<file path="src/rtl/core/esc_pkg.sv">
package esc_pkg;

  localparam int CHAR_W      = 8;
  localparam int OUT_TDATA_W = 16;
  localparam int OUT_PAD_W   = OUT_TDATA_W - 4 - CHAR_W;

  localparam logic [CHAR_W-1:0] CH_AT         = 8'h40;
  localparam logic [CHAR_W-1:0] CH_DOT        = 8'h2E;
  localparam logic [CHAR_W-1:0] CH_HYPHEN     = 8'h2D;
  localparam logic [CHAR_W-1:0] CH_UNDERSCORE = 8'h5F;
  localparam logic [CHAR_W-1:0] CH_BANG       = 8'h21;
  localparam logic [CHAR_W-1:0] CH_HASH       = 8'h23;
  localparam logic [CHAR_W-1:0] CH_DOLLAR     = 8'h24;
  localparam logic [CHAR_W-1:0] CH_PERCENT    = 8'h25;
  localparam logic [CHAR_W-1:0] CH_AMPERSAND  = 8'h26;
  localparam logic [CHAR_W-1:0] CH_QUOTE      = 8'h27;
  localparam logic [CHAR_W-1:0] CH_STAR       = 8'h2A;

  localparam logic [1:0] AT_NONE = 2'd0;
  localparam logic [1:0] AT_ONE  = 2'd1;
  localparam logic [1:0] AT_MANY = 2'd2;

  typedef enum logic [3:0] {
    VRD_OK,
    VRD_EMPTY,
    VRD_NO_AT,
    VRD_MULTI_AT,
    VRD_EMPTY_LOCAL,
    VRD_LOCAL_LEAD_DOT,
    VRD_LOCAL_TRAIL_DOT,
    VRD_LOCAL_BAD_CHAR,
    VRD_EMPTY_DOMAIN,
    VRD_DOMAIN_LEAD_HYPHEN,
    VRD_DOMAIN_TRAIL_HYPHEN,
    VRD_NO_DOT,
    VRD_EMPTY_LABEL,
    VRD_DOMAIN_BAD_CHAR
  } verdict_t;

  typedef enum logic [1:0] {
    DERR_NONE,
    DERR_EMPTY_LABEL,
    DERR_BAD_CHAR
  } derr_t;

  typedef struct packed {
    logic [CHAR_W-1:0] char_code;
    logic              last;
    logic              empty;
  } in_item_t;

  typedef struct packed {
    verdict_t          verdict;
    logic [CHAR_W-1:0] bad_char;
  } result_t;

  typedef struct packed {
    logic [1:0]        at_count;
    logic              local_seen_char;
    logic              local_lead_dot;
    logic              local_trail_dot;
    logic [CHAR_W-1:0] previous_char;
    logic              local_bad_found;
    logic [CHAR_W-1:0] local_bad_char;
    logic              domain_seen_char;
    logic              domain_lead_hyphen;
    logic              domain_dot_seen;
    logic              label_empty_so_far;
    derr_t             domain_first_error;
    logic [CHAR_W-1:0] domain_bad_char;
  } track_t;

  localparam track_t TRACK_RESET = '{
    at_count:           AT_NONE,
    local_seen_char:    1'b0,
    local_lead_dot:     1'b0,
    local_trail_dot:    1'b0,
    previous_char:      '0,
    local_bad_found:    1'b0,
    local_bad_char:     '0,
    domain_seen_char:   1'b0,
    domain_lead_hyphen: 1'b0,
    domain_dot_seen:    1'b0,
    label_empty_so_far: 1'b1,
    domain_first_error: DERR_NONE,
    domain_bad_char:    '0
  };

  function automatic logic is_alnum(input logic [CHAR_W-1:0] c);
    return (c >= 8'h61 && c <= 8'h7A) || (c >= 8'h41 && c <= 8'h5A) ||
           (c >= 8'h30 && c <= 8'h39);
  endfunction

  function automatic logic local_ok(input logic [CHAR_W-1:0] c);
    return is_alnum(c) || c == CH_UNDERSCORE || c == CH_HYPHEN || c == CH_DOT ||
           c == CH_BANG || c == CH_HASH || c == CH_DOLLAR || c == CH_PERCENT ||
           c == CH_AMPERSAND || c == CH_QUOTE || c == CH_STAR;
  endfunction

  // Folds one character into the running flags.
  function automatic track_t take_char(input track_t s, input logic [CHAR_W-1:0] c);
    track_t n;
    n = s;
    if (c == CH_AT) begin
      if (s.at_count == AT_NONE) begin
        n.local_trail_dot = s.local_seen_char && (s.previous_char == CH_DOT);
      end
      if (s.at_count != AT_MANY) begin
        n.at_count = s.at_count + 2'd1;
      end
    end else if (s.at_count == AT_NONE) begin
      if (!s.local_seen_char) begin
        n.local_lead_dot = (c == CH_DOT);
      end
      n.local_seen_char = 1'b1;
      if (!s.local_bad_found && !local_ok(c)) begin
        n.local_bad_found = 1'b1;
        n.local_bad_char  = c;
      end
    end else if (s.at_count == AT_ONE) begin
      if (!s.domain_seen_char) begin
        n.domain_lead_hyphen = (c == CH_HYPHEN);
      end
      n.domain_seen_char = 1'b1;
      if (c == CH_DOT) begin
        n.domain_dot_seen = 1'b1;
        if (s.label_empty_so_far && s.domain_first_error == DERR_NONE) begin
          n.domain_first_error = DERR_EMPTY_LABEL;
        end
        n.label_empty_so_far = 1'b1;
      end else begin
        if (s.domain_first_error == DERR_NONE && !is_alnum(c) && c != CH_HYPHEN) begin
          n.domain_first_error = DERR_BAD_CHAR;
          n.domain_bad_char    = c;
        end
        n.label_empty_so_far = 1'b0;
      end
    end
    n.previous_char = c;
    return n;
  endfunction

  // Priority chain of the checks, taken on the flags after the final character.
  function automatic result_t finish(input track_t s);
    result_t r;
    r.verdict  = VRD_OK;
    r.bad_char = '0;
    if (s.at_count == AT_NONE) begin
      r.verdict = VRD_NO_AT;
    end else if (s.at_count == AT_MANY) begin
      r.verdict = VRD_MULTI_AT;
    end else if (!s.local_seen_char) begin
      r.verdict = VRD_EMPTY_LOCAL;
    end else if (s.local_lead_dot) begin
      r.verdict = VRD_LOCAL_LEAD_DOT;
    end else if (s.local_trail_dot) begin
      r.verdict = VRD_LOCAL_TRAIL_DOT;
    end else if (s.local_bad_found) begin
      r.verdict  = VRD_LOCAL_BAD_CHAR;
      r.bad_char = s.local_bad_char;
    end else if (!s.domain_seen_char) begin
      r.verdict = VRD_EMPTY_DOMAIN;
    end else if (s.domain_lead_hyphen) begin
      r.verdict = VRD_DOMAIN_LEAD_HYPHEN;
    end else if (s.previous_char == CH_HYPHEN) begin
      r.verdict = VRD_DOMAIN_TRAIL_HYPHEN;
    end else if (!s.domain_dot_seen) begin
      r.verdict = VRD_NO_DOT;
    end else if (s.domain_first_error == DERR_EMPTY_LABEL ||
                 (s.domain_first_error == DERR_NONE && s.label_empty_so_far)) begin
      // A trailing dot leaves the last label empty.
      r.verdict = VRD_EMPTY_LABEL;
    end else if (s.domain_first_error == DERR_BAD_CHAR) begin
      r.verdict  = VRD_DOMAIN_BAD_CHAR;
      r.bad_char = s.domain_bad_char;
    end
    return r;
  endfunction

endpackage

</file>
<file path="src/rtl/core/esc_track.sv">
module esc_track import esc_pkg::*; (
  input  logic     clk,
  input  logic     rst_n,
  input  logic     item_valid,
  input  in_item_t item,
  input  logic     out_free,
  output logic     item_take,
  output logic     res_load,
  output result_t  res
);

  track_t state_r;
  track_t state_nxt;
  track_t stepped;
  logic   is_final;

  // Only a final item needs room in the output register.
  assign is_final  = item.last || item.empty;
  assign item_take = item_valid && (!is_final || out_free);
  assign res_load  = item_take && is_final;

  assign stepped = take_char(state_r, item.char_code);

  always_comb begin
    if (item.empty) begin
      res.verdict  = VRD_EMPTY;
      res.bad_char = '0;
    end else begin
      res = finish(stepped);
    end
  end

  always_comb begin
    state_nxt = state_r;
    if (item_take) begin
      state_nxt = is_final ? TRACK_RESET : stepped;
    end
  end

  always_ff @(posedge clk) begin
    if (!rst_n) begin
      state_r <= TRACK_RESET;
    end else begin
      state_r <= state_nxt;
    end
  end

endmodule

</file>
<file path="config.mk">
export PLATFORM = sky130hd
export DESIGN_NAME = esc_track
export DESIGN_NICKNAME = d
export VERILOG_FILES = /design/src/rtl/core/esc_pkg.sv /design/src/rtl/core/esc_track.sv
export SDC_FILE = /design/constraint.sdc
export NUM_CORES = 1
export LEC_CHECK = 0
export BUFFER_PORTS_ARGS = -buffer_cell sky130_fd_sc_hd__buf_2
export CAP_MARGIN = 40
export CORE_MARGIN = 2
export CORE_UTILIZATION = 40
export DETAILED_ROUTE_END_ITERATION = 8
export GPL_TIMING_DRIVEN = 1
export MAX_ROUTING_LAYER = met4
export PLACE_DENSITY_LB_ADDON = 0.2
export RECOVER_POWER = 50
export SLEW_MARGIN = 15
export SYNTH_ARGS = -nofsm -noshare
export SYNTH_HDL_FRONTEND = slang
export SYNTH_SLANG_ARGS = --single-unit
export TNS_END_PERCENT = 1
</file>
<file path="constraint.sdc">
create_clock -name clk -period 9.3 [get_ports clk]
set_clock_uncertainty 0.05 [all_clocks]
set_input_delay 1.86 -clock clk [delete_from_list [all_inputs] [get_ports clk]]
set_output_delay 1.86 -clock clk [all_outputs]
set_load 0.01 [all_outputs]
</file>
==> results of run 1 <==
[per-stage QoR]
stage,cell area (um2),hold WS [ps]
final,2673,425.0
after global routing,2673,446.3
after CTS,2708,423.0
after detailed placement,2630,410.3
after global placement,2630,405.4
after floorplan,2497,396.3
[final timing paths]
path	slack (ps)	to	start	cells past startpoint
max reg2reg	6340	state_r[1]$_SDFFE_PN0P_	state_r[34]$_SDFFE_PN0P_	8
min	430	state_r[17]$_SDFFE_PN0P_	state_r[17]$_SDFFE_PN0P_	2
max	2450	res[3]	item[6]	8
min reg2reg	430	state_r[17]$_SDFFE_PN0P_	state_r[17]$_SDFFE_PN0P_	2
[power groups by stage]
stage | Sequential (mW) | Clock (mW) | Combinational (mW)
4_1_cts | 0.160 | 0.109 | 0.0482
3_5_place_dp | 0.163 | 0 | 0.0481
3_3_place_gp | 0.163 | 0 | 0.0480
6_report | 0.160 | 0.106 | 0.0468
2_1_floorplan | 0.161 | 0 | 0.0364
5_1_grt | 0.160 | 0.116 | 0.0516
[cell usage in the layout (no fill, tap or decap), types with 7 or more instances in the layout]
master,n
nand2_1,39
dfxtp_1,36
nor2_1,25
buf_2,25
o21ai_0,17
nor2b_1,16
a31oi_1,13
a21oi_1,12
o31a_1,9
o2111ai_1,8
o22ai_1,8
a21boi_1,8
a22oi_1,8
nand3b_1,7
[cell usage after synthesis (2+ instances only)]
cell / n
a211oi_1: 2
a21boi_1: 8
a21o_1: 4
a21oi_1: 12
a22oi_1: 8
a31oi_1: 13
a32oi_1: 4
and2_1: 3
and3_1: 2
and4_1: 6
buf_2: 8
clkbuf_1: 14
dfxtp_1: 36
ha_1: 3
inv_1: 6
nand2_1: 39
nand2b_1: 3
nand3_1: 2
nand3b_1: 7
nand4bb_1: 2
nor2_1: 24
nor2b_1: 16
nor4_1: 3
nor4_2: 2
nor4b_1: 3
nor4b_4: 2
o2111ai_1: 8
o21a_1: 2
o21ai_0: 17
o21ai_1: 5
o22ai_1: 8
o31a_1: 9
or4_1: 3
[kinds of logic after synthesis]
| kind of cell | after synthesis | share of synthesized area, % |
|---|---|---|
| simple gates | 125 | 29.16 |
| compound gates | 116 | 33.62 |
| flops | 36 | 28.86 |
| buf+inv | 32 | 5.661 |
| fa+ha+maj | 3 | 1.503 |
| mux | 2 | 0.8517 |
| xor+xnor | 1 | 0.3508 |
[critical path: stages]
cell       delay (ps)
clkbuf_1          300
nor4b_1           840
and3_1            330
a21o_1            480
o21ba_1           500
o2111ai_1         240
a31oi_1           220
buf_2             160
[layer usage]
metal  vias to the layer above  wire [um]
li1                       1217          -
met1                      1200       3469
met2                        97       3213
met3                        15        464
met4                         0        137
met5                         -          0
[final cells by class]
| class | count | area (um2) |
|---|---|---|
| flip-flops and latches | 36 | 720.7 |
| fillers | 608 | 3318 |
| well taps | 75 | 93.84 |
| repair buffers | 29 | 143.9 |
| multi-input cells | 247 | 1607 |
| clock buffers | 6 | 72.57 |
| clock inverters | 1 | 5.005 |
| inverters | 8 | 30.03 |
==> run metrics, run 1 <==
Top reg by flops=state_r; met3 usage=between 3 and 4%; biggest regs=state_r x36; Fmax=about 0.15 GHz; largest net degree at the start of global routing=39; RSZ-0062 raised after global routing=false; WS Path Type=in2out; crit share post-route=about three quarters; die height=~83 um; ant diodes=0; Non-Filler Instances=402; # hold bufs at CTS=0; Synth area leader=dfxtp_1; crit path launch type=input pin; Final nets=344; total track usage=roughly a fifth; first-pass GRT wire length=11.63 mm; post-synth top area share=28.86%; routed length per instance=18.12 um; FF+latch count, synth=36; Pwr Total=0.3125 mW; final core occ=44.61%; Power Dens Cells=116.9 nW/um2; syn nets=~330; post-DP HPWL=slightly below 5 mm; crit path capture type=primary output; cells after synthesis=between 300 and 400; min Tclk post-route=a little under 7000 ps; Distinct cells, synth=64; # DRC=0; Slew HR=about 32%; crit-path max FO=18; Seq pwr share=51.1%; final setup TNS=0 ps; final setup violation count=0; worst min path class=reg2reg; vias per inst=6.291; M1 GR Usage=29.90%; 1st-pass router iterations=6; Die Width=slightly above 80 um; pre-CTS WS=slightly above 3000 ps; gpl congestion=0.8580; P_int=0.2224 mW; Crit path arrival time=just under 5000 ps; Setup WS post-layout=2448 ps; Comb pwr share=roughly 15%; Net Switching=0.09007 mW; yosys warns=0; Antenna Violating Nets Remaining=0; Worst-path clk slew=around 70 ps; placed insts=between 300 and 400; Iter 0 DRT Violations=around 400; status=complete, no violations; P&R area growth vs syn=7.014%; Vias=between 2,000 and 3,000; max reg flops=36; sequential share of the synthesized area=approximately 29%; Slew @ Worst Pin=a little over 1000 ps; Clk pwr share=33.9%; Most used DFF post-synth=dfxtp_1; WL final=about 7.3 mm; clock root buffer=clkbuf_8; busiest grt layer=met2; fin. max-slew vios=0; Sink Count=36; grt ovf=0; Clock Latency Late Sink=290 ps; Max Cap Viol=0; switch share=28.83%; io pins=28; # port buffers=27; Rows=28; CP required=about 7400 ps; core area=roughly 6000 um2; post-synthesis cell area=roughly 2500 um2; endpoints failing hold=0; grt met2 use=a little over 30%; top cells by area, synth=dfxtp_1 29%, nand2_1 5.9%, nor2b_1 4.0%; share of layout cells above drive strength 1=a little over an eighth; number of CTS-inserted buffers=5; postcts setup bufs=0; EDFF count, synth=0; die area=6891 um2; post_cts resized=0; TritonCTS clock tree=done; Initial Util=41.69%; vias in the first global route=2,211; clk buf depth=2; Max VDD drop=roughly 0.080 mV; asr flop ratio synth=0%; Mapped Avg Cell Area=between 7 and 8 um2; H-tree levels=2; Leak Pwr=around 0.91 nW; initial antenna violation count=0
(Power assumes the default switching activity.)
==> run 2, diff against run 1 <==
- clock period: 9.3 -> 5.6 ns (I/O delays scaled with it)
==> run 2 against run 1 <==
  * Flip-flop and latch count is the same
  * Core utilization grew 0.38 points
  * Worst hold slack lost 2.8 ps
  * Critical path depth is the same
  * Wire length grew 0.43%
  * Worst setup slack lost 1700 ps
  * Power grew 67%
  * Cell count is the same
  * Clock power grew 67%
  * Combinational power grew 70%
  * Largest cell class unchanged
  * Sequential share of layout area shrank 0.23 points
  * Sequential power grew 66%
  * Critical endpoint unchanged
==> run metrics, run 2 (synthesis gave the netlist of run 1 again) <==
status=complete, no violations (unchanged); Iter 0 DRT Violations=327 (was 398); Pwr Total=0.5220 mW (was 0.3125 mW); P_int=0.3699 mW (was 0.2224 mW); Max Cap Viol=0 (unchanged); endpoints failing hold=0 (unchanged); 1st-pass router iterations=5 (was 6); Seq pwr share=50.8% (was 51.1%); clk buf depth=2 (unchanged); vias per inst=6.351 (was 6.291); worst min path class=reg2reg (unchanged); Net Switching=0.1520 mW (was 0.09007 mW); pre-CTS WS=757.7 ps (was 3025 ps); Antenna Violating Nets Remaining=0 (unchanged); crit path launch type=input pin (unchanged); crit share post-route=between 80 and 90%; max reg flops=36 (unchanged); Rows=28 (unchanged); final setup violation count=0 (unchanged); Crit path max-delay family=compound AO/OA/AOI/OAI gates (unchanged); io pins=28 (unchanged); share of layout cells above drive strength 1=14.37% (was 13.46%); Sink Count=36 (unchanged); # port buffers=27 (unchanged); ant diodes=0 (unchanged); slowest CP cell=o21ba_1 (was nor4b_1); Vias=2,553 (was 2,529); final setup TNS=0 ps (unchanged); Hold WS=422.2 ps (was 425.0 ps); post-DP HPWL=4.988 mm (was 4.946 mm); core area=5991 um2 (unchanged); H-tree levels=2 (unchanged); crit path capture type=primary output (unchanged); grt ovf=0 (unchanged); Buf/Inv on CP=2 (unchanged); number of CTS-inserted buffers=5 (unchanged); post_cts resized=0 (unchanged); Power Dens Cells=193.7 nW/um2 (was 116.9 nW/um2); Die Width=83.02 um (unchanged); postcts setup bufs=0 (unchanged); Setup WS post-layout=795.4 ps (was 2448 ps); final instance area=2695 um2 (was 2673 um2); P&R area growth vs syn=7.916% (was 7.014%); Final nets=344 (unchanged); RSZ-0062 raised after global routing=false (unchanged); Initial Util=41.69% (unchanged); Comb pwr share=15.3% (was 15.0%); CP required=4430 ps (was 7390 ps); critical path cell sequence=buf_2 -> nor4b_4 -> and3_1 -> a21o_1 -> o21ba_1 -> o2111ai_1 -> a31oi_1 -> buf_2 (was clkbuf_1 -> nor4b_1 -> and3_1 -> a21o_1 -> o21ba_1 -> o2111ai_1 -> a31oi_1 -> buf_2); Fmax=approximately 0.21 GHz; largest stage delay on the critical path=490 ps (was 840 ps); largest net degree at the start of global routing=39 (unchanged); DP Area=2630 um2 (unchanged); R2R Setup Slk=2660 ps (was 6340 ps); Clock Latency Late Sink=290 ps (about the same); vias in the first global route=2,304 (was 2,211); fill cell count=608 (unchanged); biggest regs=state_r x36 (unchanged); # DRC=0 (unchanged); die height=83.02 um (unchanged); Slew HR=31.86% (was 32.31%); routed length per instance=18.20 um (was 18.12 um); cell mode on critical path=buf_2; Crit path arrival time=3630 ps (was 4940 ps); Slew @ Worst Pin=1022 ps (was 1015 ps); commonest non-fill, non-tap cell in the layout=nand2_1 (unchanged); min Tclk post-route=just under 5000 ps; most frequent cells in the layout=39 x nand2_1, 36 x dfxtp_1, 26 x buf_2, 25 x nor2_1, 17 x o21ai_0 (was 39 x nand2_1, 36 x dfxtp_1, 25 x nor2_1, 25 x buf_2, 17 x o21ai_0); Worst-path clk slew=70 ps (about the same); total track usage=21.56% (was 21.18%); TritonCTS clock tree=done (unchanged); crit-path max FO=18 (unchanged); WL final=7.315 mm (was 7.284 mm); switch share=29.12% (was 28.83%); gpl congestion=0.8579 (was 0.8580); # hold bufs at CTS=0 (unchanged); Clk pwr share=33.9% (about the same); fin. max-slew vios=0 (unchanged); Max VDD drop=0.1300 mV (was 0.07967 mV); clock root buffer=clkbuf_8 (unchanged); initial antenna violation count=0 (unchanged); Top reg by flops=state_r (unchanged); WS Path Type=in2out (unchanged); die area=6891 um2 (unchanged); first-pass GRT wire length=11.90 mm (was 11.63 mm); Leak Pwr=0.9183 nW (was 0.9094 nW)
## run 2: worst paths after layout
check	cells past startpoint	start	end
worst max-delay path	8	item[6]	res[3]
worst min-delay path	2	state_r[15]$_SDFFE_PN0P_	state_r[15]$_SDFFE_PN0P_
worst max register to register	8	state_r[34]$_SDFFE_PN0P_	state_r[1]$_SDFFE_PN0P_
worst min register to register	2	state_r[15]$_SDFFE_PN0P_	state_r[15]$_SDFFE_PN0P_
## run 2: worst reg2reg max path, delay by kind of cell (launching register included)
kind	cells	cell delay, ps
AO/OA/AOI/OAI	2	590
buffers and inverters	1	110
AND/OR/NAND/NOR	4	1450
flip-flops	1	410
adder cells (fa/ha/maj)	1	280
## run 2: layout make-up
| class | instances | area [um2] | share of cell area [%] |
|---|---|---|---|
| Clock buffer | 6 | 72.57 | 2.693 |
| Clock inverter | 1 | 5.005 | 0.1857 |
| Inverter | 8 | 30.03 | 1.114 |
| Multi-Input combinational cell | 247 | 1628 | 60.40 |
| Sequential cell | 36 | 720.7 | 26.74 |
| Tap cell | 75 | 93.84 | 3.482 |
| Timing Repair Buffer | 29 | 145.1 | 5.385 |
## run 2: per-layer routing
| layer | track usage (%) | up-vias | share of wire, % |
|---|---|---|---|
| li1 | - | 1216 | - |
| met1 | 29.70 | 1241 | 48 |
| met2 | 31.60 | 87 | 46 |
| met3 | 4.473 | 9 | 5.2 |
| met4 | 6.855 | 0 | 1.4 |
| met5 | - | - | 0 |
## run 2: power by group through the flow
stage	combinational, mW	sequential, mW	clock, mW
2_1_floorplan	0.0604	0.268	0
3_3_place_gp	0.0796	0.271	0
3_5_place_dp	0.0800	0.271	0
4_1_cts	0.0801	0.265	0.182
5_1_grt	0.0878	0.266	0.193
6_report	0.0796	0.265	0.177
## run 2: metrics by stage
step	utilization (%)	std cells
after floorplan	-	315
after global placement	43.90	395
after detailed placement	43.90	395
after CTS	45.20	402
after global routing	44.99	402
final	44.99	402
==> run 3, diff against run 2 <==
- CTS_BUF_LIST: unset -> sky130_fd_sc_hd__clkbuf_4
==> run 3 against run 2 <==
  * First-iteration DRC count down 4.9%
  * Cell count unchanged
  * Count of clock-buffer cells in the layout unchanged
  * Core utilization down 0.46 points
  * Die area unchanged
  * Global-route usage unchanged
  * Non-clock buffer count unchanged
  * Flip-flop and latch count unchanged
  * Register-to-register slack worse by 90 ps
  * Critical path type unchanged
==> run metrics, run 3 (synthesis gave the netlist of run 1 again) <==
Final nets=344 (unchanged); H-tree levels=2 (unchanged); Power Dens Cells=181.6 nW/um2 (was 193.7 nW/um2); 1st-pass router iterations=5 (unchanged); cell mode on critical path=buf_2 (unchanged); clk buf depth=2 (unchanged); Buf/Inv on CP=2 (unchanged); Slew @ Worst Pin=988.9 ps (was 1022 ps); largest net degree at the start of global routing=39 (unchanged); Vias=2,552 (was 2,553); Comb pwr share=16.4% (was 15.3%); core area=5991 um2 (unchanged); Rows=28 (unchanged); Die Width=83.02 um (unchanged); total track usage=21.56% (unchanged); max reg flops=36 (unchanged); # DRC=0 (unchanged); initial antenna violation count=0 (unchanged); RSZ-0062 raised after global routing=false (unchanged); Crit path arrival time=3660 ps (was 3630 ps); vias in the first global route=2,311 (was 2,304); final setup violation count=0 (unchanged); switch share=30.52% (was 29.12%); routed length per instance=18.33 um (was 18.20 um); TritonCTS clock tree=done (unchanged); Clk pwr share=28.8% (was 33.9%); die height=83.02 um (unchanged); fin. max-slew vios=0 (unchanged); # port buffers=27 (unchanged); Leak Pwr=0.9088 nW (was 0.9183 nW); crit path capture type=primary output (unchanged); Iter 0 DRT Violations=311 (was 327); Max Cap Viol=0 (unchanged); Clock Latency Late Sink=340 ps (was 290 ps); number of CTS-inserted buffers=5 (unchanged); Crit path max-delay family=compound AO/OA/AOI/OAI gates (unchanged); # hold bufs at CTS=0 (unchanged); gpl congestion=0.8579 (unchanged); Worst-path clk slew=110 ps (was 70 ps); final setup TNS=0 ps (unchanged); WL final=7.369 mm (was 7.315 mm); Top reg by flops=state_r (unchanged); die area=6891 um2 (unchanged); Antenna Violating Nets Remaining=0 (unchanged); Seq pwr share=54.8% (was 50.8%); most frequent cells in the layout=39 x nand2_1, 36 x dfxtp_1, 26 x buf_2, 25 x nor2_1, 17 x o21ai_0 (unchanged); P_int=0.3365 mW (was 0.3699 mW); first-pass GRT wire length=11.90 mm (unchanged); Max VDD drop=0.1017 mV (was 0.1300 mV); crit share post-route=86.23% (was 85.80%); Net Switching=0.1478 mW (was 0.1520 mW); grt ovf=0 (unchanged); critical path cell sequence=buf_2 -> nor4b_4 -> and3_1 -> a21o_1 -> o21ba_1 -> o2111ai_1 -> a31oi_1 -> buf_2 (unchanged); share of layout cells above drive strength 1=14.68% (was 14.37%); WS Path Type=in2out (unchanged); status=complete, no violations (unchanged); Slew HR=34.08% (was 31.86%); io pins=28 (unchanged); crit-path max FO=18 (unchanged); postcts setup bufs=0 (unchanged); largest stage delay on the critical path=490 ps (about the same); vias per inst=6.348 (was 6.351); Sink Count=36 (unchanged); post-DP HPWL=4.988 mm (unchanged); slowest CP cell=o21ba_1 (unchanged); worst min path class=reg2reg (unchanged); Non-Filler Instances=402 (unchanged); CP required=4430 ps (about the same); clock root buffer=clkbuf_4 (was clkbuf_8); commonest non-fill, non-tap cell in the layout=nand2_1 (unchanged); endpoints failing hold=0 (unchanged); min Tclk post-route=4829 ps (was 4805 ps); Initial Util=41.69% (unchanged); P&R area growth vs syn=6.814% (was 7.916%); crit path launch type=input pin (unchanged); ant diodes=0 (unchanged); Fmax=0.2071 GHz (was 0.2081 GHz); biggest regs=state_r x36 (unchanged); post_cts resized=0 (unchanged); placed insts=395 (unchanged)
-- run 3: cell counts in the layout (fill, tap and decap cells not counted) --
Identical to the previous run, type by type.
-- run 3: area by class of cell --
class / instances / area [um2]
Timing Repair Buffer: 29 / 145.1
Sequential cell: 36 / 720.7
Fill cell: 609 / 3323
Tap cell: 75 / 93.84
Multi-Input combinational cell: 247 / 1628
Inverter: 8 / 30.03
Clock buffer: 6 / 45.04
Clock inverter: 1 / 5.005
-- run 3: final timing paths --
check                              to  slack (ps)                     start  cells past startpoint
max reg2reg   state_r[1]$_SDFFE_PN0P_        2570  state_r[34]$_SDFFE_PN0P_                      8
max                            res[1]         770                   item[6]                      8
min          state_r[15]$_SDFFE_PN0P_         430  state_r[15]$_SDFFE_PN0P_                      2
min reg2reg  state_r[15]$_SDFFE_PN0P_         430  state_r[15]$_SDFFE_PN0P_                      2
-- run 3: routing by layer --
layer	global-route usage (%)	wire length (um)	part of all wire [%]
met1	29.52	3408	46
met3	4.871	478	6.5
met2	31.52	3337	45
met5	-	0	0
met4	6.855	145	2.0
-- run 3: worst reg2reg max path, delay by kind of cell (launching register included) --
kind / cells / cell delay [ps]
AO/OA/AOI/OAI: 2 / 590
adder cells (fa/ha/maj): 1 / 280
flip-flops: 1 / 430
AND/OR/NAND/NOR: 4 / 1520
buffers and inverters: 1 / 110
-- run 3: stage by stage --
step	instance area [um2]	setup slack [ps]	total power, mW	util, %	hold WS [ps]
6_report	2668	771.4	0.4843	44.53	427.6
5_1_grt	2668	534.4	0.5081	44.53	450.6
4_1_cts	2680	761.4	0.4872	44.74	428.4
3_5_place_dp	2630	757.7	0.3509	43.90	410.3
3_3_place_gp	2630	767.1	0.3507	43.90	405.5
2_1_floorplan	2497	1436	0.3281	-	396.3
-- run 3: power groups by stage --
stage,Sequential (mW),Combinational [mW],Clock [mW]
6_report,0.265,0.0796,0.139
5_1_grt,0.266,0.0878,0.154
4_1_cts,0.265,0.0802,0.142
3_5_place_dp,0.271,0.0800,0
3_3_place_gp,0.271,0.0796,0
2_1_floorplan,0.268,0.0604,0
